**src/design/wcmp_pkg.sv**
```systemverilog
// Package for the waveform column min/peak reducer.
// Holds field widths, register indexes, reset values and the divide-by-255 reciprocal.
// No dependencies; every other file in the block refers to it by scoped names.
package wcmp_pkg;

   localparam int SampleWidth  = 16;
   localparam int RowWidth     = 12;
   localparam int AmpWidth     = 15;
   localparam int SpcWidth     = 16;
   localparam int ColCntWidth  = 13;
   localparam int ColIdxWidth  = 12;
   localparam int CsrIdxWidth  = 3;
   localparam int CsrDataWidth = 16;

   // Largest column count the column counter can address
   localparam logic [ColCntWidth-1:0] MaxColumns = 13'd4096;

   // ceil(2^31 / 255): exact floor division for products below 2^23
   localparam logic [23:0] Recip255  = 24'd8421505;
   localparam int          RecipShift = 31;

   // Bias that turns an arithmetic shift by 15 into truncation toward zero
   localparam logic signed [30:0] TruncBias = 31'sd32767;

   // Reset values of the configuration registers
   localparam logic [RowWidth-1:0]    HeightReset    = 12'd100;
   localparam logic [AmpWidth-1:0]    AmplitudeReset = 15'd50;
   localparam logic [SpcWidth-1:0]    SpcReset       = 16'd256;
   localparam logic [ColCntWidth-1:0] ColCountReset  = 13'd640;
   localparam logic                   FormatReset    = 1'b1;

   typedef enum logic [CsrIdxWidth-1:0] {
      CSR_HEIGHT     = 3'd0,
      CSR_AMPLITUDE  = 3'd1,
      CSR_SPC        = 3'd2,
      CSR_COL_COUNT  = 3'd3,
      CSR_FORMAT     = 3'd4
   } csr_index_type;

   typedef enum logic {
      FMT_U8  = 1'b0,
      FMT_S16 = 1'b1
   } sample_format_type;

endpackage

```
**src/design/wcmp_if.sv**
```systemverilog
// Channel interfaces for the waveform column min/peak reducer: sample input,
// column result output and register write port. Depends on wcmp_pkg.
interface wcmp_req_if;
   logic                               valid;
   logic                               ready;
   logic [wcmp_pkg::SampleWidth-1:0]   sample_word;

   modport source (output valid, output sample_word, input ready);
   modport sink   (input valid, input sample_word, output ready);
endinterface

interface wcmp_rsp_if;
   logic                               valid;
   logic                               ready;
   logic [wcmp_pkg::RowWidth-1:0]      column_min;
   logic [wcmp_pkg::RowWidth-1:0]      column_peak;
   logic                               last_column;

   modport source (output valid, output column_min, output column_peak,
                   output last_column, input ready);
   modport sink   (input valid, input column_min, input column_peak,
                   input last_column, output ready);
endinterface

interface wcmp_csr_if;
   logic                               valid;
   logic                               ready;
   logic [wcmp_pkg::CsrIdxWidth-1:0]   index;
   logic [wcmp_pkg::CsrDataWidth-1:0]  data;

   modport source (output valid, output index, output data, input ready);
   modport sink   (input valid, input index, input data, output ready);
endinterface

```
**src/design/waveform_column_min_peak.sv**
```systemverilog
// Top level of the waveform column min/peak reducer: maps samples to display rows and
// folds them into per-column minimum and peak. Depends on wcmp_pkg and wcmp_if.
//
//   port       dir   carries                                      width
//   req_bus    in    sample_word                                  16
//   rsp_bus    out   column_min, column_peak, last_column         12, 12, 1
//   csr_bus    in    index (0..4), data                           3, 16
//
// One sample per cycle sustained unless a stalled result backs up. The accepting edge loads
// the input register, then signed product and quotient registers; the fold takes the sample
// into running min/peak and, at a column end, the result register. The two multipliers set
// the depth. A stalled result only blocks a sample that ends a column; other stages fill.
// Reset clears all valid flags, counters and the running peak, loads the running minimum
// with the reset height; registers take their defaults. Register writes are always accepted.
module waveform_column_min_peak (
   input  logic             clock,
   input  logic             reset,
   wcmp_req_if.sink         req_bus,
   wcmp_rsp_if.source       rsp_bus,
   wcmp_csr_if.sink         csr_bus
);

   // Configuration registers
   logic [wcmp_pkg::RowWidth-1:0]    height_ff;
   logic [wcmp_pkg::AmpWidth-1:0]    amplitude_ff;
   logic [wcmp_pkg::SpcWidth-1:0]    spc_ff;
   logic [wcmp_pkg::ColCntWidth-1:0] col_count_ff;
   wcmp_pkg::sample_format_type      format_ff;

   // Pipeline registers
   logic                             a_valid_ff, a_valid_in;
   logic [wcmp_pkg::SampleWidth-1:0] a_sample_ff;
   logic                             b_valid_ff, b_valid_in;
   logic signed [30:0]               b_product_ff, b_product_in;
   logic                             c_valid_ff, c_valid_in;
   logic signed [16:0]               c_quot_ff, c_quot_in;

   // Fold state
   logic [wcmp_pkg::SpcWidth-1:0]    sample_in_col_ff, sample_in_col_in;
   logic [wcmp_pkg::ColIdxWidth-1:0] col_index_ff, col_index_in;
   logic [wcmp_pkg::RowWidth-1:0]    run_min_ff, run_min_in;
   logic [wcmp_pkg::RowWidth-1:0]    run_peak_ff, run_peak_in;

   // Result register
   logic                             rsp_valid_ff, rsp_valid_in;
   logic [wcmp_pkg::RowWidth-1:0]    rsp_min_ff, rsp_min_in;
   logic [wcmp_pkg::RowWidth-1:0]    rsp_peak_ff, rsp_peak_in;
   logic                             rsp_last_ff, rsp_last_in;

   logic req_accept, a_free, b_free, c_free, fold_go, col_ends, col_last;

   // ---------------------------------------------------------------- registers
   assign csr_bus.ready = 1'b1;

   always_ff @(posedge clock) begin
      if (reset) begin
         height_ff    <= wcmp_pkg::HeightReset;
         amplitude_ff <= wcmp_pkg::AmplitudeReset;
         spc_ff       <= wcmp_pkg::SpcReset;
         col_count_ff <= wcmp_pkg::ColCountReset;
         format_ff    <= wcmp_pkg::sample_format_type'(wcmp_pkg::FormatReset);
      end else if (csr_bus.valid) begin
         unique case (wcmp_pkg::csr_index_type'(csr_bus.index))
            wcmp_pkg::CSR_HEIGHT:    height_ff    <= csr_bus.data[wcmp_pkg::RowWidth-1:0];
            wcmp_pkg::CSR_AMPLITUDE: amplitude_ff <= csr_bus.data[wcmp_pkg::AmpWidth-1:0];
            wcmp_pkg::CSR_SPC:       spc_ff       <= csr_bus.data[wcmp_pkg::SpcWidth-1:0];
            wcmp_pkg::CSR_COL_COUNT: col_count_ff <= csr_bus.data[wcmp_pkg::ColCntWidth-1:0];
            wcmp_pkg::CSR_FORMAT:    format_ff    <= wcmp_pkg::sample_format_type'(csr_bus.data[0]);
            default: ;
         endcase
      end
   end

   // ---------------------------------------------------------------- flow control
   assign c_free  = !c_valid_ff || fold_go;
   assign b_free  = !b_valid_ff || c_free;
   assign a_free  = !a_valid_ff || b_free;
   assign req_bus.ready = a_free;
   assign req_accept    = req_bus.valid && a_free;

   assign a_valid_in = req_accept || (a_valid_ff && !b_free);
   assign b_valid_in = (a_valid_ff && b_free) || (b_valid_ff && !c_free);
   assign c_valid_in = (b_valid_ff && c_free) || (c_valid_ff && !fold_go);

   // ---------------------------------------------------------------- product stage
   logic signed [16:0] samp_op;
   logic signed [15:0] amp_op;
   logic signed [32:0] prod_full;

   always_comb begin
      if (format_ff == wcmp_pkg::FMT_U8) begin
         samp_op = {9'd0, a_sample_ff[7:0]};
      end else begin
         samp_op = {a_sample_ff[15], a_sample_ff};
      end
      amp_op       = {1'b0, amplitude_ff};
      prod_full    = samp_op * amp_op;
      b_product_in = prod_full[30:0];
   end

   // ---------------------------------------------------------------- quotient stage
   logic [46:0]        recip_prod;
   logic signed [30:0] biased;
   logic signed [15:0] q_s16;

   always_comb begin
      recip_prod = 47'(b_product_ff[22:0]) * 47'(wcmp_pkg::Recip255);
      biased     = b_product_ff + (b_product_ff[30] ? wcmp_pkg::TruncBias : 31'sd0);
      q_s16      = biased[30:15];
      if (format_ff == wcmp_pkg::FMT_U8) begin
         c_quot_in = {2'b00, recip_prod[wcmp_pkg::RecipShift+14:wcmp_pkg::RecipShift]};
      end else begin
         c_quot_in = {q_s16[15], q_s16};
      end
   end

   // ---------------------------------------------------------------- fold stage
   logic signed [17:0]                base_row, row_s, height_s;
   logic [wcmp_pkg::RowWidth-1:0]     row;
   logic [wcmp_pkg::RowWidth-1:0]     new_min, new_peak;
   logic [wcmp_pkg::SpcWidth:0]       spc_eff;
   logic [wcmp_pkg::ColCntWidth-1:0]  cols_eff;

   always_comb begin
      height_s = {6'd0, height_ff};
      if (format_ff == wcmp_pkg::FMT_U8) begin
         base_row = height_s;
      end else begin
         base_row = {7'd0, height_ff[wcmp_pkg::RowWidth-1:1]};
      end
      row_s = base_row - {c_quot_ff[16], c_quot_ff};
      if (row_s < 18'sd0) begin
         row = '0;
      end else if (row_s > height_s) begin
         row = height_ff;
      end else begin
         row = row_s[wcmp_pkg::RowWidth-1:0];
      end

      new_min  = (row < run_min_ff)  ? row : run_min_ff;
      new_peak = (row > run_peak_ff) ? row : run_peak_ff;

      // Treat zero samples per column and a zero column count as one; clamp column count to the counter size
      spc_eff = (spc_ff == '0) ? 17'd1 : {1'b0, spc_ff};
      if (col_count_ff == '0) begin
         cols_eff = 13'd1;
      end else if (col_count_ff > wcmp_pkg::MaxColumns) begin
         cols_eff = wcmp_pkg::MaxColumns;
      end else begin
         cols_eff = col_count_ff;
      end

      col_ends = ({1'b0, sample_in_col_ff} + 17'd1) >= spc_eff;
      col_last = ({1'b0, col_index_ff} + 13'd1) >= cols_eff;
      fold_go  = c_valid_ff && (!col_ends || !rsp_valid_ff || rsp_bus.ready);

      sample_in_col_in = sample_in_col_ff;
      col_index_in     = col_index_ff;
      run_min_in       = run_min_ff;
      run_peak_in      = run_peak_ff;
      rsp_valid_in     = rsp_valid_ff && !rsp_bus.ready;
      rsp_min_in       = rsp_min_ff;
      rsp_peak_in      = rsp_peak_ff;
      rsp_last_in      = rsp_last_ff;

      if (fold_go) begin
         if (col_ends) begin
            rsp_valid_in     = 1'b1;
            rsp_min_in       = new_min;
            rsp_peak_in      = new_peak;
            rsp_last_in      = col_last;
            sample_in_col_in = '0;
            col_index_in     = col_last ? '0 : col_index_ff + 12'd1;
            // Load the current height as the next column's starting minimum
            run_min_in       = height_ff;
            run_peak_in      = '0;
         end else begin
            sample_in_col_in = sample_in_col_ff + 16'd1;
            run_min_in       = new_min;
            run_peak_in      = new_peak;
         end
      end
   end

   // ---------------------------------------------------------------- state
   always_ff @(posedge clock) begin
      if (reset) begin
         a_valid_ff       <= 1'b0;
         b_valid_ff       <= 1'b0;
         c_valid_ff       <= 1'b0;
         rsp_valid_ff     <= 1'b0;
         sample_in_col_ff <= '0;
         col_index_ff     <= '0;
         run_min_ff       <= wcmp_pkg::HeightReset;
         run_peak_ff      <= '0;
      end else begin
         a_valid_ff       <= a_valid_in;
         b_valid_ff       <= b_valid_in;
         c_valid_ff       <= c_valid_in;
         rsp_valid_ff     <= rsp_valid_in;
         sample_in_col_ff <= sample_in_col_in;
         col_index_ff     <= col_index_in;
         run_min_ff       <= run_min_in;
         run_peak_ff      <= run_peak_in;
      end
   end

   // Payload: stage registers load only when a transaction moves in; result fields load each cycle
   always_ff @(posedge clock) begin
      if (req_accept) begin
         a_sample_ff <= req_bus.sample_word;
      end
      if (a_valid_ff && b_free) begin
         b_product_ff <= b_product_in;
      end
      if (b_valid_ff && c_free) begin
         c_quot_ff <= c_quot_in;
      end
      rsp_min_ff  <= rsp_min_in;
      rsp_peak_ff <= rsp_peak_in;
      rsp_last_ff <= rsp_last_in;
   end

   assign rsp_bus.valid       = rsp_valid_ff;
   assign rsp_bus.column_min  = rsp_min_ff;
   assign rsp_bus.column_peak = rsp_peak_ff;
   assign rsp_bus.last_column = rsp_last_ff;

endmodule

```
**src/flat_wrapper.sv**
```systemverilog
// flat-port wrapper written by rule: the top's interface ports become plain ports
module waveform_column_min_peak_flat 
  (clock, reset, req_bus_valid, req_bus_sample_word, req_bus_ready, rsp_bus_valid, rsp_bus_column_min, rsp_bus_column_peak, rsp_bus_last_column, rsp_bus_ready, csr_bus_valid, csr_bus_index, csr_bus_data, csr_bus_ready);
  wcmp_req_if req_bus_i ();
  wcmp_rsp_if rsp_bus_i ();
  wcmp_csr_if csr_bus_i ();
  input  logic clock;
  input  logic reset;
  input wire logic [$bits(req_bus_i.valid)-1:0] req_bus_valid;
  input wire logic [$bits(req_bus_i.sample_word)-1:0] req_bus_sample_word;
  output wire logic [$bits(req_bus_i.ready)-1:0] req_bus_ready;
  output wire logic [$bits(rsp_bus_i.valid)-1:0] rsp_bus_valid;
  output wire logic [$bits(rsp_bus_i.column_min)-1:0] rsp_bus_column_min;
  output wire logic [$bits(rsp_bus_i.column_peak)-1:0] rsp_bus_column_peak;
  output wire logic [$bits(rsp_bus_i.last_column)-1:0] rsp_bus_last_column;
  input wire logic [$bits(rsp_bus_i.ready)-1:0] rsp_bus_ready;
  input wire logic [$bits(csr_bus_i.valid)-1:0] csr_bus_valid;
  input wire logic [$bits(csr_bus_i.index)-1:0] csr_bus_index;
  input wire logic [$bits(csr_bus_i.data)-1:0] csr_bus_data;
  output wire logic [$bits(csr_bus_i.ready)-1:0] csr_bus_ready;
  assign req_bus_i.valid = req_bus_valid;
  assign req_bus_i.sample_word = req_bus_sample_word;
  assign req_bus_ready = req_bus_i.ready;
  assign rsp_bus_valid = rsp_bus_i.valid;
  assign rsp_bus_column_min = rsp_bus_i.column_min;
  assign rsp_bus_column_peak = rsp_bus_i.column_peak;
  assign rsp_bus_last_column = rsp_bus_i.last_column;
  assign rsp_bus_i.ready = rsp_bus_ready;
  assign csr_bus_i.valid = csr_bus_valid;
  assign csr_bus_i.index = csr_bus_index;
  assign csr_bus_i.data = csr_bus_data;
  assign csr_bus_ready = csr_bus_i.ready;
  waveform_column_min_peak u_core (.clock(clock), .reset(reset), .req_bus(req_bus_i), .rsp_bus(rsp_bus_i), .csr_bus(csr_bus_i));
endmodule
```
**config.mk**
```make
export PLATFORM = sky130hd
export DESIGN_NAME = waveform_column_min_peak_flat
export DESIGN_NICKNAME = d
export VERILOG_FILES = /design/src/design/wcmp_pkg.sv /design/src/design/wcmp_if.sv /design/src/design/waveform_column_min_peak.sv /design/src/flat_wrapper.sv
export SDC_FILE = /design/constraint.sdc
export NUM_CORES = 1
export LEC_CHECK = 0
export ABC_AREA = 1
export BUFFER_PORTS_ARGS = -buffer_cell sky130_fd_sc_hd__buf_2
export CORE_ASPECT_RATIO = 0.7
export CORE_UTILIZATION = 39
export CTS_CLUSTER_DIAMETER = 60
export CTS_CLUSTER_SIZE = 10
export DETAILED_ROUTE_END_ITERATION = 10
export SYNTH_ARGS = -nofsm -noshare
export SYNTH_HDL_FRONTEND = slang
export SYNTH_SLANG_ARGS = --single-unit
```
**constraint.sdc**
```tcl
create_clock -name clock -period 9.4 [get_ports clock]
set_clock_uncertainty 0.2 [all_clocks]
set_input_delay 0.47 -clock clock [delete_from_list [all_inputs] [get_ports clock]]
set_output_delay 0.47 -clock clock [all_outputs]
set_load 0.02 [all_outputs]
```
==> results.cfg <==
[die]
fp.dieArea_mm2 = 0.0607
vert_die_dim_um = 206
fp.dieW_um = 294
starting_utilization_of_the_core_area_pct = 39.7
std_cell_rows = 74
design.core.area_mm2 = 0.0587
top_level_ports = 68

[critical_path]
arrival_ns = 7.44
worst_ep_required_time_ns = 9.48
timing.critical_path.slowest_stage_cell = sky130_fd_sc_hd__fa_1
critical_path.most_common_cell = sky130_fd_sc_hd__fa_1
cp_num_buf_inv = 3
start_kind = register
cpLargestDelayFamily = adder cells
cp-end-kind = register
worst-path-max-fanout = 26
max_stage_delay_ns = 0.85
timing_worst_setup_path_type = register to register
worst_path_cell_trace = nand2_1 -> nor2_1 -> fa_1 -> fa_1 -> inv_1 -> fa_1 -> fa_1 -> fa_1 -> inv_1 -> fa_1 -> ha_1 -> a21oi_1 -> o21ai_0 -> inv_1 -> nor2_1 -> a2111oi_0 -> o311ai_0 -> xor2_1

[drt]
drt_drc_violations_left = 0
drt_iter0_markers = 1460
route.detailed.wl_per_inst_um = 15.6
vias = 18200
route.final.wire_length_um = 58400
vias_per_cell = 4.86
first_drt_pass_iteration_count = 5
postRouteAntennaNets = 0

[clocking]
numCtsBuffers = 27
tritoncts_num_sinks = 201
worst_setup_hold_path_clk_slew_ns = 0.06
h-tree-depth = 1
postCtsResizedCells = 0
clk_root_buffer_cell = sky130_fd_sc_hd__clkbuf_16
cts_tree = yes
postCtsSetupRepairBufs = 0
worst_skew_pair.late_latency_ns = 0.57
clock_tree.buffer_depth = 3

[power_and_ir_drop]
power-per-cell-area_mw_per_mm2 = 280
seq_power_share_pct = 17.4
power.clock.fraction_pct = 13.8
combinationalPowerShare_pct = 68.8
peakVddDrop_mv = 0.183
cellLeakagePower_uw = 0.0127
power_switching_share_pct = 49.7
p_int_uw = 3580
power.switching_uw = 3540

[flow_run]
drv_cap = 0

[timing]
final-setup-viol-count = 0
setup_total_negative_slack_ns = 0
max_slew_headroom_pct = 24.4
min_period_ns = 7.36
hold_viol_final = 0
highest_achievable_clock_rate_ghz = 0.136
grt_setup_unrepaired = no
worst_max_slew_pin_slew_ns = 1.13
final_min_period_over_clock_period_pct = 78.3
slew_violations = 0

[synth]
synth_most_common_cell = sky130_fd_sc_hd__inv_1
synth_largest_type_area_fraction_pct = 22.1
synth_top_cells_by_count = sky130_fd_sc_hd__inv_1, sky130_fd_sc_hd__nand2_1, sky130_fd_sc_hd__ha_1
total_of_flip_flops_plus_latches_after_synthesis = 201
synth.largest_area_cell = sky130_fd_sc_hd__fa_1
synth.net_count = 3469
postSynthAreaPerCell_um2 = 8.10
synth_async_sr_flop_share_pct = 0
netlist-cell-type-count = 55
syn_inst = 2877
synthTopCellsByArea = sky130_fd_sc_hd__fa_1, sky130_fd_sc_hd__ha_1, sky130_fd_sc_hd__edfxtp_1
yosys_warnings = 0
synthFlopType = sky130_fd_sc_hd__dfxtp_1
syn-cell-area_mm2 = 0.0233
yosysSeqAreaShare_pct = 21.1
synth_enable_flop_cells = 88

[final_layout]
areaGrowthSynthToFinish_pct = 9.12
fraction_of_final_layout_cells_sized_beyond_drive_strength_1_pct = 5.83
nNetsFinal = 3523
antennaDiodeCount = 0
post-route-cell-area_mm2 = 0.0254

[placement]
dp_hpwl_um = 47500
placed_cell_area_mm2 = 0.0244
routabilityCongestion = 0.912
numPortBuffers = 66

[grt]
globalRouteOverflowTotal = 0
grt.total_usage_pct = 19.7
grt_start_max_net_pins = 54
first_global_vias = 17300
global_route_wire_length_before_repair_um = 95400
grt_antenna_before_repair = 1

[hold_path]
min_path_type = primary input to register

[status]
outcome = completed
cells in the final DEF (no fill, tap or decap), types with 9 or more instances in the layout:
cell type and count:
sky130_fd_sc_hd__nand2_2 12, sky130_fd_sc_hd__clkinv_1 12, sky130_fd_sc_hd__nor4_1 10, sky130_fd_sc_hd__o211ai_1 17
sky130_fd_sc_hd__nand3_2 12, sky130_fd_sc_hd__nand2_1 566, sky130_fd_sc_hd__buf_2 66, sky130_fd_sc_hd__edfxtp_1 88
sky130_fd_sc_hd__a21oi_2 10, sky130_fd_sc_hd__nor2_1 168, sky130_fd_sc_hd__a21oi_1 197, sky130_fd_sc_hd__nor3_1 12
sky130_fd_sc_hd__inv_1 634, sky130_fd_sc_hd__dfxtp_1 112, sky130_fd_sc_hd__and2_1 9, sky130_fd_sc_hd__nand3_1 81
sky130_fd_sc_hd__xnor2_1 25, sky130_fd_sc_hd__nand4_1 18, sky130_fd_sc_hd__dlygate4sd3_1 18, sky130_fd_sc_hd__a31oi_1 10
sky130_fd_sc_hd__xor2_1 48, sky130_fd_sc_hd__o22ai_1 12, sky130_fd_sc_hd__ha_1 295, sky130_fd_sc_hd__o21ai_0 119
sky130_fd_sc_hd__clkbuf_1 11, sky130_fd_sc_hd__clkbuf_16 28, sky130_fd_sc_hd__buf_4 10, sky130_fd_sc_hd__fa_1 257
area by class of cell:
class	instances	area, um^2
multi-input combinational	1956	15700
sequential	201	4910
timing repair buffer	94	586
clock inverter	8	77.6
clock buffer	39	742
inverter	651	2440
tap	798	998
fill	5966	33300
power groups by stage:
stage	Clock (uW)	Sequential (uW)	Combinational, uW
2_1_floorplan	0	1190	3730
3_3_place_gp	0	1260	4850
3_5_place_dp	0	1260	4830
4_1_cts	1010	1240	4900
5_1_grt	1030	1250	5710
6_report	979	1240	4900
path summary, 6_finish.rpt:
| path | from | endpoint | slack, ns | cells past startpoint |
|---|---|---|---|---|
| max reg2reg | u_core.format_ff$_SDFFE_PP1P_ | u_core.b_product_ff[29]$_DFFE_PP_ | 2.04 | 18 |
| max | u_core.format_ff$_SDFFE_PP1P_ | u_core.b_product_ff[29]$_DFFE_PP_ | 2.04 | 18 |
| min | csr_bus_data[0] | u_core.height_ff[0]$_SDFFE_PP0P_ | 0.05 | 3 |
| min reg2reg | u_core.run_peak_ff[3]$_SDFFE_PP0P_ | u_core.run_peak_ff[3]$_SDFFE_PP0P_ | 0.27 | 2 |
worst register-to-register path, delay by kind of cell, from the launching register on:
kind / cells / cell delay (ns)
AND/OR/NAND/NOR: 3 / 0.91
adder cells (fa/ha/maj): 7 / 3.92
AO/OA/AOI/OAI: 4 / 0.86
flip-flops: 1 / 0.69
buffers and inverters: 3 / 0.32
XOR/XNOR: 1 / 0.19
metrics by stage:
step	power (uW)	hold WS (ns)	std cells	setup WS, ns	util (%)
after floorplan	4920	0.240	2877	2.93	-
after global placement	6110	0.252	3682	2.30	41.6
after detailed placement	6090	0.259	3682	2.04	41.6
after CTS	7150	0.0168	3747	2.02	43.3
after global routing	7990	0.0674	3747	1.50	43.3
final	7120	0.0507	3747	2.04	43.3
kinds of logic (layout without fill, tap and decap cells):
| family | Yosys count | count (layout) | share of synthesized area (%) |
|---|---|---|---|
| buffers and inverters | 720 | 792 | 11.7 |
| XOR/XNOR | 73 | 73 | 2.75 |
| other | 1 | 1 | 0.0161 |
| AO/OA/AOI/OAI | 422 | 422 | 10.2 |
| adder cells (fa/ha/maj) | 552 | 552 | 37.9 |
| AND/OR/NAND/NOR | 908 | 908 | 16.3 |
| flip-flops | 201 | 201 | 21.1 |
per-layer routing:
metal  global-route usage (%)  wire, um
met3                     3.83      4210
met2                     26.7     21700
met5                        0         0
met4                     3.14       856
met1                     31.9     31600
timing repair:
item                                   4_1_cts  5_1_grt
hold buffers                                18        0
setup endpoints to repair                    0        0
endpoints found under the hold margin       18        0
state kept, by name, summed over array words and instances, names as in the netlist, 13 cells and up:
signal	count
u_core.spc_ff	16
u_core.a_sample_ff	16
u_core.amplitude_ff	15
u_core.b_product_ff	31
u_core.sample_in_col_ff	16
u_core.c_quot_ff	16
u_core.col_count_ff	13
Note: power is estimated with default switching activity, not from simulation.
